===== config.mk =====
export PLATFORM = sky130hd
export DESIGN_NAME = lottery_task_pool_with_work_stack
export DESIGN_NICKNAME = d
export VERILOG_FILES = /design/src/rtl/ltp_pkg.sv /design/src/rtl/ltp_ctrl.sv /design/src/rtl/ltp_dp.sv /design/src/rtl/lottery_task_pool_with_work_stack.sv
export SDC_FILE = /design/constraint.sdc
export NUM_CORES = 2
export LEC_CHECK = 0
export BUFFER_PORTS_ARGS = -buffer_cell sky130_fd_sc_hd__buf_2
export CORE_MARGIN = 2
export CORE_UTILIZATION = 36
export DETAILED_ROUTE_END_ITERATION = 10
export GPL_ROUTABILITY_DRIVEN = 0
export SYNTH_ARGS = -nofsm -noshare
export SYNTH_HDL_FRONTEND = slang
export SYNTH_SLANG_ARGS = --single-unit
export TNS_END_PERCENT = 1

===== constraint.sdc =====
create_clock -name clk_i -period 10.2 [get_ports clk_i]
set_clock_uncertainty 0.1 [all_clocks]
set_input_delay 0 -clock clk_i [delete_from_list [all_inputs] [get_ports clk_i]]
set_output_delay 0 -clock clk_i [all_outputs]
set_load 0.02 [all_outputs]

===== src/rtl/ltp_pkg.sv =====
// ----------------------------------------------------------------------------
// ltp_pkg: shared types and constants of the lottery task pool
// Operation and status codes, default depths, controller command struct.
// ----------------------------------------------------------------------------
package ltp_pkg;

  localparam int unsigned PoolDepthDef  = 16;
  localparam int unsigned StackDepthDef = 8;
  localparam logic [3:0]  StackLimitRst = 4'd4;

  typedef enum logic [2:0] {
    OP_ADD     = 3'd0,
    OP_PICK    = 3'd1,
    OP_PROMOTE = 3'd2,
    OP_FINISH  = 3'd3,
    OP_PEEK    = 3'd4
  } op_e;

  typedef enum logic [2:0] {
    ST_OK      = 3'd0,
    ST_MISS    = 3'd1,
    ST_DUP     = 3'd2,
    ST_INVALID = 3'd3,
    ST_FULL    = 3'd4
  } status_e;

  typedef enum logic [3:0] {
    S_IDLE,
    S_SCAN,      // walk pool: dup check, total, insert position, id search
    S_POINT,     // compute pick point
    S_PICK,      // second walk for pick
    S_SHIFT_IN,  // open gap, shift entries up one per cycle
    S_SHIFT_OUT, // close gap, shift entries down one per cycle
    S_STACK,     // stack push / evict
    S_FINISH,    // decide return path of popped task
    S_DONE
  } state_e;

  // controller -> datapath
  typedef struct packed {
    logic load;      // capture input item, clear walk
    logic scan_step; // advance the walk index
    logic point;     // compute pick point
    logic pick_rst;  // restart walk for pick
    logic ins_step;  // one upward shift step / final write
    logic del_step;  // one downward shift step
    logic push;      // stack push
    logic pop;       // stack pop and run update
    logic finish;    // latch finish result, load insert state
  } cmd_t;

  // datapath -> controller
  typedef struct packed {
    logic scan_end;
    logic pick_hit;
    logic ins_end;
    logic del_end;
    logic pool_full;
    logic stack_empty;
    logic found;
    logic total_zero;
    logic dup;
    logic fin_discard;
  } sts_t;

endpackage


===== src/rtl/ltp_ctrl.sv =====
// ----------------------------------------------------------------------------
// ltp_ctrl: command sequencer
// Steps the datapath through walk, shift and stack phases for one item.
// ----------------------------------------------------------------------------
module ltp_ctrl import ltp_pkg::*; (
  input  logic       clk_i,
  input  logic       rst_ni,
  input  logic       in_valid,
  output logic       in_stall,
  input  logic [2:0] op_i,
  input  logic [15:0] id_i,
  input  logic       score_neg_i,
  input  sts_t       sts_i,
  output cmd_t       cmd_o,
  output logic       res_set_o,
  output status_e    res_st_o,
  output logic       res_zero_o,
  input  logic       res_busy_i
);

  state_e   state_q, state_d;
  logic [2:0] op_q;
  logic     zero_id_q, neg_q;

  always_ff @(posedge clk_i or negedge rst_ni) begin
    if (!rst_ni) begin
      state_q   <= S_IDLE;
      op_q      <= '0;
      zero_id_q <= 1'b0;
      neg_q     <= 1'b0;
    end else begin
      state_q <= state_d;
      if (in_valid && !in_stall) begin
        op_q      <= op_i;
        zero_id_q <= (id_i == '0);
        neg_q     <= score_neg_i;
      end
    end
  end

  always_comb begin
    state_d    = state_q;
    cmd_o      = '0;
    res_set_o  = 1'b0;
    res_st_o   = ST_OK;
    res_zero_o = 1'b0;
    in_stall   = 1'b1;
    unique case (state_q)
      S_IDLE: begin
        in_stall = 1'b0;
        if (in_valid) begin
          cmd_o.load = 1'b1;
          state_d    = S_SCAN;
        end
      end
      S_SCAN: begin
        if (!sts_i.scan_end) begin
          cmd_o.scan_step = 1'b1;
        end else begin
          unique case (op_q)
            OP_ADD: begin
              if (zero_id_q) begin
                res_st_o = ST_INVALID; res_set_o = 1'b1; state_d = S_DONE;
              end else if (sts_i.dup) begin
                res_st_o = ST_DUP; res_set_o = 1'b1; state_d = S_DONE;
              end else if (neg_q) begin
                res_st_o = ST_INVALID; res_set_o = 1'b1; state_d = S_DONE;
              end else if (sts_i.pool_full) begin
                res_st_o = ST_FULL; res_set_o = 1'b1; state_d = S_DONE;
              end else begin
                state_d = S_SHIFT_IN;
              end
            end
            OP_PICK: begin
              if (sts_i.total_zero) begin
                res_st_o = ST_MISS; res_zero_o = 1'b1; res_set_o = 1'b1;
                state_d  = S_DONE;
              end else begin
                cmd_o.point = 1'b1;
                state_d     = S_POINT;
              end
            end
            OP_PROMOTE: begin
              if (zero_id_q || !sts_i.found) begin
                res_st_o = ST_MISS; res_zero_o = 1'b1; res_set_o = 1'b1;
                state_d  = S_DONE;
              end else begin
                state_d = S_SHIFT_OUT;
              end
            end
            OP_FINISH: begin
              if (sts_i.stack_empty) begin
                res_st_o = ST_MISS; res_zero_o = 1'b1; res_set_o = 1'b1;
                state_d  = S_DONE;
              end else begin
                cmd_o.pop = 1'b1;
                state_d   = S_FINISH;
              end
            end
            OP_PEEK: begin
              res_set_o = 1'b1;
              if (sts_i.stack_empty) begin
                res_st_o = ST_MISS; res_zero_o = 1'b1;
              end
              state_d = S_DONE;
            end
            default: begin
              res_st_o = ST_INVALID; res_zero_o = 1'b1; res_set_o = 1'b1;
              state_d  = S_DONE;
            end
          endcase
        end
      end
      S_POINT: begin
        cmd_o.pick_rst = 1'b1;
        state_d        = S_PICK;
      end
      S_PICK: begin
        if (sts_i.pick_hit) begin
          res_set_o = 1'b1;
          state_d   = S_DONE;
        end else begin
          cmd_o.scan_step = 1'b1;
        end
      end
      S_SHIFT_IN: begin
        cmd_o.ins_step = 1'b1;
        if (sts_i.ins_end) begin
          res_set_o = 1'b1;
          state_d   = S_DONE;
        end
      end
      S_SHIFT_OUT: begin
        cmd_o.del_step = 1'b1;
        if (sts_i.del_end) state_d = S_STACK;
      end
      S_STACK: begin
        cmd_o.push = 1'b1;
        res_set_o  = 1'b1;
        state_d    = S_DONE;
      end
      S_FINISH: begin
        cmd_o.finish = 1'b1;
        if (sts_i.fin_discard) begin
          res_set_o = 1'b1;
          state_d   = S_DONE;
        end else if (sts_i.pool_full) begin
          res_st_o  = ST_FULL;
          res_set_o = 1'b1;
          state_d   = S_DONE;
        end else begin
          state_d = S_SHIFT_IN;
        end
      end
      S_DONE: begin
        if (!res_busy_i) state_d = S_IDLE;
      end
      default: state_d = S_IDLE;
    endcase
  end

endmodule


===== src/rtl/ltp_dp.sv =====
// ----------------------------------------------------------------------------
// ltp_dp: pool and stack storage with walk, shift and roulette arithmetic
// Pool entries are shifted one per cycle on insert and removal.
// ----------------------------------------------------------------------------
module ltp_dp import ltp_pkg::*; #(
  parameter int unsigned POOL_DEPTH  = PoolDepthDef,
  parameter int unsigned STACK_DEPTH = StackDepthDef
) (
  input  logic        clk_i,
  input  logic        rst_ni,
  input  cmd_t        cmd_i,
  input  logic [3:0]  stack_limit_i,
  input  logic [2:0]  op_i,
  input  logic [15:0] id_i,
  input  logic signed [15:0] score_i,
  input  logic signed [8:0]  runs_i,
  input  logic [15:0] frac_i,
  output sts_t        sts_o,
  output logic [15:0] out_id_o,
  output logic signed [15:0] out_score_o,
  output logic signed [8:0]  out_runs_o,
  output logic        out_drop_o
);

  localparam int unsigned PW = $clog2(POOL_DEPTH + 1);
  localparam int unsigned PI = (POOL_DEPTH > 1) ? $clog2(POOL_DEPTH) : 1;
  localparam int unsigned SW = $clog2(STACK_DEPTH + 1);
  localparam int unsigned SI = (STACK_DEPTH > 1) ? $clog2(STACK_DEPTH) : 1;
  localparam int unsigned TW = 15 + PW;  // sum of positive Q8.8 scores

  logic [15:0]        p_id_q    [POOL_DEPTH];
  logic signed [15:0] p_score_q [POOL_DEPTH];
  logic signed [8:0]  p_runs_q  [POOL_DEPTH];
  logic [15:0]        s_id_q    [STACK_DEPTH];
  logic signed [15:0] s_score_q [STACK_DEPTH];
  logic signed [8:0]  s_runs_q  [STACK_DEPTH];
  logic [PW-1:0] p_cnt_q;
  logic [SW-1:0] s_cnt_q;

  logic [PW-1:0] idx_q;      // walk index / shift pointer
  logic [PW-1:0] pos_q;      // insert position or found position
  logic          pos_set_q;
  logic          dup_q;
  logic [TW-1:0] total_q, run_q, point_q;
  logic [15:0]   k_id_q;     // item being inserted
  logic signed [15:0] k_score_q;
  logic signed [8:0]  k_runs_q;
  logic [15:0]   r_id_q;
  logic signed [15:0] r_score_q;
  logic signed [8:0]  r_runs_q;
  logic          r_drop_q;
  logic          hit_q;

  logic [PI-1:0] ix;
  logic [15:0]        cur_id;
  logic signed [15:0] cur_score;
  logic [TW+15:0]     prod;
  logic [SI-1:0]      top;
  logic [SW-1:0]      lim;
  logic signed [8:0]  pop_runs;
  logic [PW-1:0]      fin_pos;

  assign ix        = idx_q[PI-1:0];
  assign cur_id    = p_id_q[ix];
  assign cur_score = p_score_q[ix];
  assign prod      = total_q * {{TW{1'b0}}, frac_i};
  assign top       = SI'(s_cnt_q - 1'b1);
  assign pop_runs  = (s_runs_q[top] > 0) ? s_runs_q[top] - 9'sd1 : s_runs_q[top];

  always_comb begin
    if (stack_limit_i == 4'd0) lim = SW'(1);
    else if (32'(stack_limit_i) > STACK_DEPTH) lim = SW'(STACK_DEPTH);
    else lim = SW'(stack_limit_i);
  end

  // insert slot of a returning task: first entry with a smaller score
  always_comb begin
    fin_pos = p_cnt_q;
    for (int i = POOL_DEPTH - 1; i >= 0; i--) begin
      if (32'(i) < 32'(p_cnt_q) && p_score_q[i] < k_score_q) fin_pos = PW'(i);
    end
  end

  always_comb begin
    sts_o             = '0;
    sts_o.scan_end    = (idx_q >= p_cnt_q);
    sts_o.pick_hit    = hit_q;
    sts_o.ins_end     = (idx_q == pos_q);
    sts_o.del_end     = (32'(idx_q) + 1 >= 32'(p_cnt_q));
    sts_o.pool_full   = (32'(p_cnt_q) >= POOL_DEPTH);
    sts_o.stack_empty = (s_cnt_q == '0);
    sts_o.found       = pos_set_q;
    sts_o.total_zero  = (total_q == '0);
    sts_o.dup         = dup_q;
    sts_o.fin_discard = r_drop_q;
  end

  always_ff @(posedge clk_i or negedge rst_ni) begin
    if (!rst_ni) begin
      p_cnt_q <= '0;
      s_cnt_q <= '0;
    end else begin
      if (cmd_i.ins_step && idx_q == pos_q) p_cnt_q <= p_cnt_q + 1'b1;
      if (cmd_i.del_step && sts_o.del_end) p_cnt_q <= p_cnt_q - 1'b1;
      if (cmd_i.push) begin
        if (s_cnt_q >= lim) s_cnt_q <= s_cnt_q;
        else s_cnt_q <= s_cnt_q + 1'b1;
      end
      if (cmd_i.pop) s_cnt_q <= s_cnt_q - 1'b1;
    end
  end

  always_ff @(posedge clk_i) begin
    if (cmd_i.load) begin
      idx_q     <= '0;
      pos_set_q <= 1'b0;
      dup_q     <= 1'b0;
      total_q   <= '0;
      run_q     <= '0;
      hit_q     <= 1'b0;
      k_id_q    <= id_i;
      k_score_q <= score_i;
      k_runs_q  <= runs_i;
      r_drop_q  <= 1'b0;
      pos_q     <= p_cnt_q;
      if (op_i == OP_PEEK && s_cnt_q != '0) begin
        r_id_q    <= s_id_q[SI'(s_cnt_q - 1'b1)];
        r_score_q <= s_score_q[SI'(s_cnt_q - 1'b1)];
        r_runs_q  <= s_runs_q[SI'(s_cnt_q - 1'b1)];
      end else begin
        r_id_q    <= id_i;
        r_score_q <= score_i;
        r_runs_q  <= runs_i;
      end
    end
    if (cmd_i.scan_step && !cmd_i.pick_rst) begin
      idx_q <= idx_q + 1'b1;
      if (cur_id == k_id_q) dup_q <= 1'b1;
      if (cur_score > 0) begin
        total_q <= total_q + TW'(unsigned'(cur_score));
        run_q   <= run_q + TW'(unsigned'(cur_score));
        // a pick hit replaces the result fields here; a promote match does so below
        if (op_i == OP_PICK && !hit_q &&
            run_q + TW'(unsigned'(cur_score)) >= point_q) begin
          hit_q     <= 1'b1;
          r_id_q    <= cur_id;
          r_score_q <= cur_score;
          r_runs_q  <= p_runs_q[ix];
        end
      end
      // insert position: first entry with smaller score
      if (!pos_set_q && cur_score < k_score_q && op_i == OP_ADD) begin
        pos_set_q <= 1'b1;
        pos_q     <= idx_q;
      end
      if (!pos_set_q && cur_id == k_id_q && op_i == OP_PROMOTE) begin
        pos_set_q <= 1'b1;
        pos_q     <= idx_q;
        r_id_q    <= cur_id;
        r_score_q <= cur_score;
        r_runs_q  <= p_runs_q[ix];
      end
    end
    if (cmd_i.point) begin
      point_q <= TW'(prod >> 16) + 1'b1;
      run_q   <= '0;
    end
    if (cmd_i.pick_rst) begin
      idx_q <= '0;
      hit_q <= 1'b0;
    end
    // stage for SCAN->SHIFT_IN (add): shift pointer starts at count
    if (cmd_i.scan_step == 1'b0 && op_i == OP_ADD && sts_o.scan_end && !cmd_i.ins_step
        && !cmd_i.load && !cmd_i.point) begin
      idx_q <= p_cnt_q;
    end
    if (cmd_i.ins_step) begin
      if (idx_q == pos_q) begin
        p_id_q[ix]    <= k_id_q;
        p_score_q[ix] <= k_score_q;
        p_runs_q[ix]  <= k_runs_q;
      end else begin
        p_id_q[ix]    <= p_id_q[PI'(idx_q - 1'b1)];
        p_score_q[ix] <= p_score_q[PI'(idx_q - 1'b1)];
        p_runs_q[ix]  <= p_runs_q[PI'(idx_q - 1'b1)];
        idx_q         <= idx_q - 1'b1;
      end
    end
    if (cmd_i.scan_step == 1'b0 && op_i == OP_PROMOTE && sts_o.scan_end && !cmd_i.del_step
        && !cmd_i.load && !cmd_i.push) begin
      idx_q <= pos_q;
    end
    if (cmd_i.del_step) begin
      if (!sts_o.del_end) begin
        p_id_q[ix]    <= p_id_q[PI'(idx_q + 1'b1)];
        p_score_q[ix] <= p_score_q[PI'(idx_q + 1'b1)];
        p_runs_q[ix]  <= p_runs_q[PI'(idx_q + 1'b1)];
        idx_q         <= idx_q + 1'b1;
      end
    end
    if (cmd_i.push) begin
      if (s_cnt_q >= lim) begin
        for (int i = 0; i < STACK_DEPTH; i++) begin
          if (i + 1 < STACK_DEPTH && SW'(i + 1) < s_cnt_q) begin
            s_id_q[i]    <= s_id_q[i+1];
            s_score_q[i] <= s_score_q[i+1];
            s_runs_q[i]  <= s_runs_q[i+1];
          end
        end
        s_id_q[SI'(s_cnt_q - 1'b1)]    <= r_id_q;
        s_score_q[SI'(s_cnt_q - 1'b1)] <= r_score_q;
        s_runs_q[SI'(s_cnt_q - 1'b1)]  <= r_runs_q;
        r_drop_q <= 1'b1;
      end else begin
        s_id_q[SI'(s_cnt_q)]    <= r_id_q;
        s_score_q[SI'(s_cnt_q)] <= r_score_q;
        s_runs_q[SI'(s_cnt_q)]  <= r_runs_q;
      end
    end
    if (cmd_i.pop) begin
      r_id_q    <= s_id_q[top];
      r_score_q <= s_score_q[top];
      r_runs_q  <= pop_runs;
      k_id_q    <= s_id_q[top];
      k_score_q <= s_score_q[top];
      k_runs_q  <= pop_runs;
      r_drop_q  <= (pop_runs == 9'sd0);
      pos_q     <= p_cnt_q;
      pos_set_q <= 1'b0;
      idx_q     <= '0;
    end
    if (cmd_i.finish) begin
      if (!r_drop_q && sts_o.pool_full) r_drop_q <= 1'b1;
      idx_q <= p_cnt_q;
      pos_q <= fin_pos;
    end
  end

  assign out_id_o    = r_id_q;
  assign out_score_o = r_score_q;
  assign out_runs_o  = r_runs_q;
  assign out_drop_o  = r_drop_q;

endmodule


===== src/rtl/lottery_task_pool_with_work_stack.sv =====
// ----------------------------------------------------------------------------
// lottery_task_pool_with_work_stack: sorted task pool with lottery pick
// Roulette-wheel selection over a descending-score pool, plus a work stack.
// ----------------------------------------------------------------------------
//  channel  | handshake               | payload
//  in       | in_valid / in_stall     | operation, routine_id, entry_score,
//           |                         | run_limit, random_fraction
//  out      | out_valid / out_stall   | status, result_id, result_score,
//           |                         | result_runs, dropped
//  cfg      | cfg_we_i                | cfg_data_i (stack_limit)
//
//  One item at a time; the pool is walked once per item, twice for a pick,
//  and add, promote or a returning finish also shift entries past the slot.
//  The result sits in an output register; in_stall stays high until that
//  transfer completes. Reset empties pool and stack and sets stack_limit
//  to 4.
module lottery_task_pool_with_work_stack import ltp_pkg::*; #(
  parameter int unsigned POOL_DEPTH  = PoolDepthDef,
  parameter int unsigned STACK_DEPTH = StackDepthDef
) (
  input  logic        clk_i,
  input  logic        rst_ni,
  input  logic        cfg_we_i,
  input  logic [3:0]  cfg_data_i,
  input  logic        in_valid,
  output logic        in_stall,
  input  logic [2:0]  operation_i,
  input  logic [15:0] routine_id_i,
  input  logic signed [15:0] entry_score_i,
  input  logic signed [8:0]  run_limit_i,
  input  logic [15:0] random_fraction_i,
  output logic        out_valid,
  input  logic        out_stall,
  output logic [2:0]  status_o,
  output logic [15:0] result_id_o,
  output logic signed [15:0] result_score_o,
  output logic signed [8:0]  result_runs_o,
  output logic        dropped_o
);

  logic [3:0] limit_q;
  cmd_t       cmd;
  sts_t       sts;
  logic       res_set, res_zero;
  status_e    res_st;
  logic [2:0] op_q;
  logic [15:0] id_q, frac_q;
  logic signed [15:0] score_q;
  logic signed [8:0]  runs_q;
  logic [15:0] dp_id;
  logic signed [15:0] dp_score;
  logic signed [8:0]  dp_runs;
  logic       dp_drop;
  logic       out_valid_q;
  status_e    st_q;
  logic       zero_q;

  always_ff @(posedge clk_i or negedge rst_ni) begin
    if (!rst_ni) limit_q <= StackLimitRst;
    else if (cfg_we_i) limit_q <= cfg_data_i;
  end

  // capture the item so the datapath sees a stable operation
  always_ff @(posedge clk_i) begin
    if (in_valid && !in_stall) begin
      op_q    <= operation_i;
      id_q    <= routine_id_i;
      score_q <= entry_score_i;
      runs_q  <= run_limit_i;
      frac_q  <= random_fraction_i;
    end
  end

  ltp_ctrl u_ctrl (
    .clk_i, .rst_ni, .in_valid, .in_stall,
    .op_i(operation_i), .id_i(routine_id_i), .score_neg_i(entry_score_i[15]),
    .sts_i(sts), .cmd_o(cmd), .res_set_o(res_set), .res_st_o(res_st),
    .res_zero_o(res_zero), .res_busy_i(out_valid_q)
  );

  ltp_dp #(.POOL_DEPTH(POOL_DEPTH), .STACK_DEPTH(STACK_DEPTH)) u_dp (
    .clk_i, .rst_ni, .cmd_i(cmd), .stack_limit_i(limit_q),
    .op_i(cmd.load ? operation_i : op_q),
    .id_i(cmd.load ? routine_id_i : id_q),
    .score_i(cmd.load ? entry_score_i : score_q),
    .runs_i(cmd.load ? run_limit_i : runs_q),
    .frac_i(frac_q), .sts_o(sts),
    .out_id_o(dp_id), .out_score_o(dp_score), .out_runs_o(dp_runs),
    .out_drop_o(dp_drop)
  );

  // result register; datapath result fields are final once out_valid rises
  always_ff @(posedge clk_i or negedge rst_ni) begin
    if (!rst_ni) begin
      out_valid_q <= 1'b0;
    end else if (res_set) begin
      out_valid_q <= 1'b1;
    end else if (out_valid_q && !out_stall) begin
      out_valid_q <= 1'b0;
    end
  end

  always_ff @(posedge clk_i) begin
    if (res_set) begin
      st_q   <= res_st;
      zero_q <= res_zero;
    end
  end

  assign out_valid      = out_valid_q;
  assign status_o       = st_q;
  assign result_id_o    = zero_q ? '0 : dp_id;
  assign result_score_o = zero_q ? '0 : dp_score;
  assign result_runs_o  = zero_q ? '0 : dp_runs;
  assign dropped_o      = zero_q ? 1'b0 : dp_drop;

`ifndef NO_ASSERTIONS
  a_no_accept_busy: assert property (@(posedge clk_i) disable iff (!rst_ni)
    out_valid_q |-> in_stall) else $error("accept while result pending");
  a_set_idle_out: assert property (@(posedge clk_i) disable iff (!rst_ni)
    res_set |-> !out_valid_q) else $error("result overwritten");
`endif

endmodule

; After elaboration in Yosys (flattened, before gate mapping)
; Memory sizes are Yosys's and may differ from the RTL's. A register that Yosys moved wholly into a read port is not among the register bits.
; Index checks and enable logic that the tools add are counted.
[totals]
ff_bits = 202
ram_bits = 984
in_bits = 69
mem_count = 6
[op_classes]
add_sub_neg = 11
n_mul = 1
magnitude_cmp = 48
n_eq_ne = 24
muxes = 215
n_bitwise = 7
n_reduce_logical = 70
[memory_table]
columns = memory, depth, word_bits, read_ports, rd_clocked_by_memory_dff, write_ports, line
row1 = u_dp.p_id_q, 16, 16, 3, 1, 1, ltp_dp.sv:31  ; logic [15:0] p_id_q [POOL_DEPTH];
row2 = u_dp.p_score_q, 16, 16, 19, 1, 1, ltp_dp.sv:32  ; logic signed [15:0] p_score_q [POOL_DEPTH];
row3 = u_dp.p_runs_q, 16, 9, 3, 1, 1, ltp_dp.sv:33  ; logic signed [8:0] p_runs_q [POOL_DEPTH];
row4 = u_dp.s_id_q, 8, 16, 8, 0, 8, ltp_dp.sv:34  ; logic [15:0] s_id_q [STACK_DEPTH];
row5 = u_dp.s_score_q, 8, 16, 8, 0, 8, ltp_dp.sv:35  ; logic signed [15:0] s_score_q [STACK_DEPTH];
row6 = u_dp.s_runs_q, 8, 9, 8, 0, 8, ltp_dp.sv:36  ; logic signed [8:0] s_runs_q [STACK_DEPTH];
[ops]
columns = operator, count
row1 = $mux W16, 26
row2 = $lt A16 B16 Y1, 17
row3 = $mux W5, 35
row4 = $mux W9, 14
row5 = $mux W20, 6
row6 = $mux W1, 97
row7 = $mux W4, 19
row8 = $add A20 B16 Y20, 2
row9 = $lt A4 B5 Y1 const A, 8
row10 = $logic_and A1 B1 Y1, 39
row11 = $mul A20 B16 Y36, 1
row12 = $pmux W4 S9, 1
row13 = $ge A32 B5 Y1, 1
row14 = $reduce_or A16 Y1, 2
row15 = $mux W3, 10
row16 = $add A20 B1 Y20 const B, 1
row17 = $ge A20 B20 Y1, 1
row18 = $logic_not A20 Y1, 1
row19 = $lt A3 B5 Y1 const A, 4
row20 = $eq A16 B16 Y1, 1
row21 = $eq A4 B3 Y1 const B, 4
row22 = $gt A16 B1 Y1 const B, 1
row23 = $logic_not A16 Y1, 1
row24 = $lt A3 B4 Y1 const A, 4
row25 = other kinds (43), 80

; Logic depth before layout (Yosys ltp)
; An unclocked memory read counts as a cell.
[depth]
ltp_word = 20
ltp_mapped = 29

; Hierarchy
; A second synthesis with hierarchy kept.
[unflattened]
cells_unflattened = 6040
area_unflattened_um2 = 82570.4
[by_module_without_submodules]
columns = module, instances, cells_per_inst, area_each_um2
row1 = ltp_dp, 1, 5760, 78531.6
row2 = lottery_task_pool_with_work_stack, 1, 170, 3151.8
row3 = ltp_ctrl, 1, 110, 887.1

; Worst setup path before layout
; No wires, ideal clock.
[synth_path]
path_kind = register -> register
startpoint = register u_dp.idx_q[1]
endpoint = memory u_dp.p_id_q[3][0], enable pin
setup_ps = 490
t_arrival_ps = 6764
slack_ps = 2846
stages_incl_launch_ff = 19
synth_period_minus_slack_ps = 7354
path_cell_list = dfxtp_1 -> clkbuf_1 -> buf_2 -> buf_2 -> buf_2 -> buf_1 -> clkbuf_1 -> inv_1 -> ha_1 -> ha_1 -> a21o_1 -> a21oi_1 -> nor2b_1 -> o21ai_0 -> nand3_1 -> clkbuf_1 -> nand2_1 -> nand2_1 -> nor3_1
[synth_via]
elab_chain_len = 6
word_cells_on_any_way = 14
cone_classes = add/sub (1) / order compare (1) / eq/ne (1) / mux (9) / bitwise (2)
[synth_rtl]
columns = element, line
row1 = start: declaration, ltp_dp.sv:40  ; logic [PW-1:0] idx_q;
row2 = start signal: assignment, ltp_dp.sv:137  ; idx_q <= idx_q + 1'b1;
row3 = start signal: assignment, ltp_dp.sv:175  ; idx_q <= p_cnt_q;
row4 = start signal: assignment, ltp_dp.sv:186  ; idx_q <= idx_q - 1'b1;
row5 = $add A5 B1 Y6 / $eq A5 B5 Y1 (equally long branches), "ltp_dp.sv:89, ltp_dp.sv:178"
row6 = $ge A32 B5 Y1 / $mux W1 (equally long branches), "ltp_dp.sv:89, ltp_dp.sv:178"
row7 = $mux W1 (on tied branches), "ltp_dp.sv:194, ltp_dp.sv:177"
row8 = $mux W1 (on tied branches), "ltp_dp.sv:193, ltp_dp.sv:179, ltp_dp.sv:183"
row9 = $mux W1 (not written as such) / $or A1 B1 Y1 (equally long branches), --
row10 = $or A1 B1 Y1 (no line), --
row11 = end: declaration, ltp_dp.sv:31
; Parallel ways exist; a longest one is shown, timed or not.

; Final worst setup path
[layout_path]
startpoint = register frac_q[6]
endpoint = register u_dp.point_q[19], data pin
[layout_via]
elab_chain_len = 2
[layout_rtl]
columns = element, line
row1 = start: declaration, lottery_task_pool_with_work_stack.sv:47  ; logic [15:0] id_q, frac_q;
row2 = start signal: assignment, lottery_task_pool_with_work_stack.sv:70  ; frac_q <= random_fraction_i;
row3 = $mul A20 B16 Y36, ltp_dp.sv:66  ; assign prod = total_q * {{TW{1'b0}}, frac_i};
row4 = $add A20 B1 Y20, ltp_dp.sv:165  ; point_q <= TW'(prod >> 16) + 1'b1;
row5 = end signal: assignment, ltp_dp.sv:165
row6 = end: declaration, ltp_dp.sv:44  ; logic [TW-1:0] total_q, run_q, point_q;
; Every way passes these cells.
; A chain may end at the register's enable or synchronous reset.

==> flow_results.org <==
** Die
- From left edge to right edge, the die measures 477 um.
- The core region is 223000 sq um.
- From bottom edge to top edge, the die measures 477 um.
- Row Count :: 173
- The die covers 228000 sq um.
- 116 I/O pins were placed.
- Initial cell density of the core :: 36.2%

** Worst setup path
- The most numerous cell type found on the critical path is sky130_fd_sc_hd__fa_1.
- Register-to-register setup slack :: 1.91 ns
- The endpoint identified for the worst register-to-register timing path is u_dp.point_q[19]$_DFFE_PP_.
- The critical path starts at frac_q[6]$_DFFE_PP_.
- Type of the worst setup path :: reg2reg
- Biggest cell delay along the critical path :: 0.68 ns
- Family with the most delay on the worst path :: adder cells
- Counting cells, the worst reg-to-reg path comes to 24.
- Required arrival time at the worst endpoint :: 10.65 ns
- In this run the critical register-to-register path is launched from frac_q[6]$_DFFE_PP_.
- Worst path slowest cell :: sky130_fd_sc_hd__edfxtp_1
- Data arrival at the endpoint of the critical path :: 8.74 ns
- Counting both buffers and inverters, the worst setup path holds a total of 4.
- Cells along the critical path :: and2_1 > fa_1 > inv_1 > fa_1 > fa_1 > inv_1 > fa_1 > fa_1 > inv_1 > fa_1 > inv_1 > ha_1 > a21oi_1 > o21a_1 > o21ai_0 > a221o_1 > o2111ai_1 > a21oi_1 > o41ai_1 > xnor2_1 > nand4bb_1 > o41ai_1 > nand3_1 > xnor2_1
- Startpoint type of the worst setup path :: flop
- In this run the worst path has a maximum fanout of 20.
- Critical Path Sink Type :: flop

** Routing
- After detailed routing, the total wire length is 261 mm.
- The detailed router finished its first iteration with 6741 violations.
- After detailed routing, the average wire length per cell comes to 28.0 um.
- First-pass detailed-route iteration total :: 8
- Detailed routing inserted a total of 56194 vias.
- DR DRC count :: 0
- Antenna-violating nets left :: 0
- Using the TritonRoute via totals, the vias-per-cell ratio works out to 6.03.

** Logic synthesis
- Number of distinct library cells after synthesis :: 84
- After synthesis, the mean cell area works out to 13.1 sq um.
- Mapped Nets :: 6938
- Async set-or-reset flop fraction in the synthesized netlist :: 1.94%
- The mapped netlist covers 80700 sq um.
- Yosys attributes the largest share of cell area to sky130_fd_sc_hd__edfxtp_1 (40%), sky130_fd_sc_hd__mux4_2 (18%), sky130_fd_sc_hd__ha_1 (6.8%).
- The synthesized design spends more area on one cell type than any other, namely sky130_fd_sc_hd__edfxtp_1.
- In this run, synthesis produced a sequential element count of 1186.
- Number of flops mapped to enable cells by yosys :: 1068
- The commonest cells after synthesis are sky130_fd_sc_hd__edfxtp_1 (1068), sky130_fd_sc_hd__mux4_2 (633), sky130_fd_sc_hd__nand2_1 (551).
- During synthesis, Yosys emitted a total of 0 warnings.
- Synth top area share :: 39.8%
- Dominant cell by count in the synthesized netlist :: sky130_fd_sc_hd__edfxtp_1
- Sequential-to-total area share from yosys stat :: 42.8%
- After technology mapping, the gate count stands at 6179.
- Top_reg_cell synth :: sky130_fd_sc_hd__edfxtp_1

** Layout
- In the final layout, the share of cells above drive strength 1 is 23.0%.
- For this run, the post-layout net count is 6984.
- The area growth from synthesis to layout is 11.9%.

** STA
- Adding up every negative setup slack in the final design gives 0 ns.
- Slew at the pin closest to its max-slew limit :: 1.30 ns
- The final critical path takes up 81.3% of the cycle.
- Setup violations remaining at the end of the flow were counted as 0.
- Based on the critical path, the design can be clocked at up to 121 MHz.
- Setup repair after global routing left no endpoint under its margin.
- For the finished layout, the period the worst path requires is 8.29 ns.
- The max-slew violation count was 0.
- The total count of hold-check failures in the final report is 0.
- Worst slew margin relative to its limit :: 13.4%
- Worst slack on hold paths :: 0.0430 ns

** Power and ir drop
- The worst-case IR drop observed on VDD is 0.000559 V.
- Dividing total power by cell area gives a power density of 334 nW/um^2.
- For this design the static power due to leakage is 33.6 nW.

** CTS
- TritonCTS built the clock tree.
- TritonCTS buffer count :: 136
- Clock latency of the later-clocked register in the worst-skew pair :: 0.81 ns
- H-tree levels :: 4
- Root buffer cell :: sky130_fd_sc_hd__clkbuf_16
- Total number of clock tree sinks :: 1186
- After clock tree synthesis, the clock-pin slew on the worst setup and hold paths is 0.06 ns.
- The longest clock path from root to sink contains 3 buffers.

** Global routing
- The number of global-route vias before repair came to 55436.
- The number of antenna violations at the first check in global routing is 31.
- Pin count of the biggest net entering global routing :: 142
- Aggregate global-route resource usage :: 22.6%
- For this run the aggregate overflow at the end of global routing stands at 0.
- The first global-routing pass estimated 383 mm of wire.

** Placed design
- Input and output buffers added on the ports amount to 115.
- Post-DP HPWL :: 174 mm

** Min path
- Hold crit path type :: in2reg
- In this run the most critical hold path is launched from entry_score_i[2].
- The worst hold path terminates at u_dp.k_score_q[2]$_DFFE_PP_.
- Counting instances, the worst hold path has a depth of 4.

** Run status
- Result of the run :: complete, no violations

** Run
- The tool flagged a number of max-cap violations equal to 0.
metrics by stage:
step / instance area, sq um / cells / total power, mW / utilization (%) / setup slack (ns)
6_report: 90300 / 9321 / 30.2 / 40.6 / 1.91
5_1_grt: 90300 / 9318 / 32.2 / 40.6 / 1.47
4_1_cts: 90200 / 9311 / 30.1 / 40.6 / 2.05
3_5_place_dp: 84700 / 8957 / 24.9 / 38.1 / 2.10
3_3_place_gp: 84700 / 8957 / 24.7 / 38.1 / 2.15
2_1_floorplan: 80700 / 6179 / 20.8 / - / 2.85
registers in the layout (all words and copies together), names as in the netlist, 20 cells and up:
register	count
u_dp.run_q	20
u_dp.s_runs_q	72
u_dp.s_score_q	128
u_dp.p_id_q	256
u_dp.total_q	20
u_dp.p_runs_q	144
u_dp.point_q	20
u_dp.s_id_q	128
u_dp.p_score_q	256
cells in the final DEF, fill, tap and decap left out, types with 18 or more instances in the layout:
master                          synthesis  layout
sky130_fd_sc_hd__edfxtp_1            1068    1068
sky130_fd_sc_hd__mux4_2               633     633
sky130_fd_sc_hd__nand2_1              551     547
sky130_fd_sc_hd__ha_1                 439     437
sky130_fd_sc_hd__inv_1                383     382
sky130_fd_sc_hd__mux2_2               302     302
sky130_fd_sc_hd__a21oi_1              307     300
sky130_fd_sc_hd__fa_1                 251     251
sky130_fd_sc_hd__nor2_1               246     234
sky130_fd_sc_hd__o21ai_0              189     189
sky130_fd_sc_hd__mux2i_1              162     162
sky130_fd_sc_hd__and2_1               151     151
sky130_fd_sc_hd__clkbuf_16              0     139
sky130_fd_sc_hd__buf_2                 27     115
sky130_fd_sc_hd__dlygate4sd3_1          0     104
sky130_fd_sc_hd__a21o_1               102     101
sky130_fd_sc_hd__buf_4                  6     100
sky130_fd_sc_hd__dfxtp_1               95      91
sky130_fd_sc_hd__nor2b_1               77      77
sky130_fd_sc_hd__nand3_1               79      74
sky130_fd_sc_hd__xnor2_1               75      73
sky130_fd_sc_hd__nand2b_1              51      50
sky130_fd_sc_hd__o22ai_1               50      50
sky130_fd_sc_hd__nand4_1               49      49
sky130_fd_sc_hd__nor3_1                45      39
sky130_fd_sc_hd__o21ai_1               38      36
sky130_fd_sc_hd__a31oi_1               35      34
sky130_fd_sc_hd__xor2_1                28      25
sky130_fd_sc_hd__clkbuf_1             286      24
sky130_fd_sc_hd__clkinv_2               0      22
sky130_fd_sc_hd__and3_1                21      21
sky130_fd_sc_hd__dfrtp_1               22      21
sky130_fd_sc_hd__nor4_1                20      20
sky130_fd_sc_hd__a211oi_1              19      18
sky130_fd_sc_hd__a221o_1               18      18
power breakdown:
group          internal, mW  switching, mW
Sequential             6.28          0.887
Combinational          7.56           10.4
Clock                  2.83           2.18
cell families after synthesis:
| family | after synthesis | synth area share (%) |
|---|---|---|
| compound gates | 941 | 7.27 |
| xor+xnor | 104 | 1.14 |
| fa+ha+maj | 690 | 13.0 |
| buf+inv | 812 | 3.91 |
| flops | 1186 | 42.8 |
| mux | 1097 | 23.9 |
| simple gates | 1349 | 7.90 |
worst max-delay path by stage:
stage | end | slack (ns) | depth (start not counted)
5_1_grt | u_dp.point_q[19]$_DFFE_PP_ | 1.47 | 23
3_5_place_dp | u_dp.point_q[19]$_DFFE_PP_ | 2.10 | 24
2_1_floorplan | u_dp.p_id_q[3][0]$_DFFE_PP_ | 2.85 | 18
6_report | u_dp.point_q[19]$_DFFE_PP_ | 1.91 | 24
4_1_cts | u_dp.point_q[19]$_DFFE_PP_ | 2.05 | 24
3_3_place_gp | u_dp.point_q[19]$_DFFE_PP_ | 2.15 | 24
final cells by class:
type / count / area [sq um]
tap: 2975 / 3720
sequential: 1186 / 34600
multi-input combinational: 4181 / 43400
timing repair buffer: 332 / 2630
clock inverter: 76 / 783
inverter: 388 / 1460
antenna: 10 / 25.0
clock buffer: 173 / 3710
fill: 20635 / 132000
worst register-to-register path, stage by stage (launching register included):
cell	delay, ns
sky130_fd_sc_hd__edfxtp_1	0.68
sky130_fd_sc_hd__and2_1	0.32
sky130_fd_sc_hd__fa_1	0.54
sky130_fd_sc_hd__inv_1	0.06
sky130_fd_sc_hd__fa_1	0.52
sky130_fd_sc_hd__fa_1	0.54
sky130_fd_sc_hd__inv_1	0.06
sky130_fd_sc_hd__fa_1	0.46
sky130_fd_sc_hd__fa_1	0.56
sky130_fd_sc_hd__inv_1	0.06
sky130_fd_sc_hd__fa_1	0.53
sky130_fd_sc_hd__inv_1	0.04
sky130_fd_sc_hd__ha_1	0.34
sky130_fd_sc_hd__a21oi_1	0.36
sky130_fd_sc_hd__o21a_1	0.17
sky130_fd_sc_hd__o21ai_0	0.17
sky130_fd_sc_hd__a221o_1	0.38
sky130_fd_sc_hd__o2111ai_1	0.34
sky130_fd_sc_hd__a21oi_1	0.18
sky130_fd_sc_hd__o41ai_1	0.50
sky130_fd_sc_hd__xnor2_1	0.24
sky130_fd_sc_hd__nand4bb_1	0.19
sky130_fd_sc_hd__o41ai_1	0.40
sky130_fd_sc_hd__nand3_1	0.14
sky130_fd_sc_hd__xnor2_1	0.15
what timing repair did:
action,CTS,global route
hold endpoints to repair,137,0
gates resized for setup,0,0
setup buffers,0,0
hold buffers,105,0
metal layers:
layer / track usage, % / vias up / share of wire, % / routed length [um]
met1: 30.5 / 28816 / 40 / 104000
met3: 4.55 / 566 / 9.5 / 24700
met4: 9.64 / 2 / 4.6 / 12000
met5: 0 / - / 0.0031 / 8
li1: - / 23688 / - / -
met2: 35.3 / 3122 / 46 / 121000
Note: power is estimated with default switching activity, not from simulation.
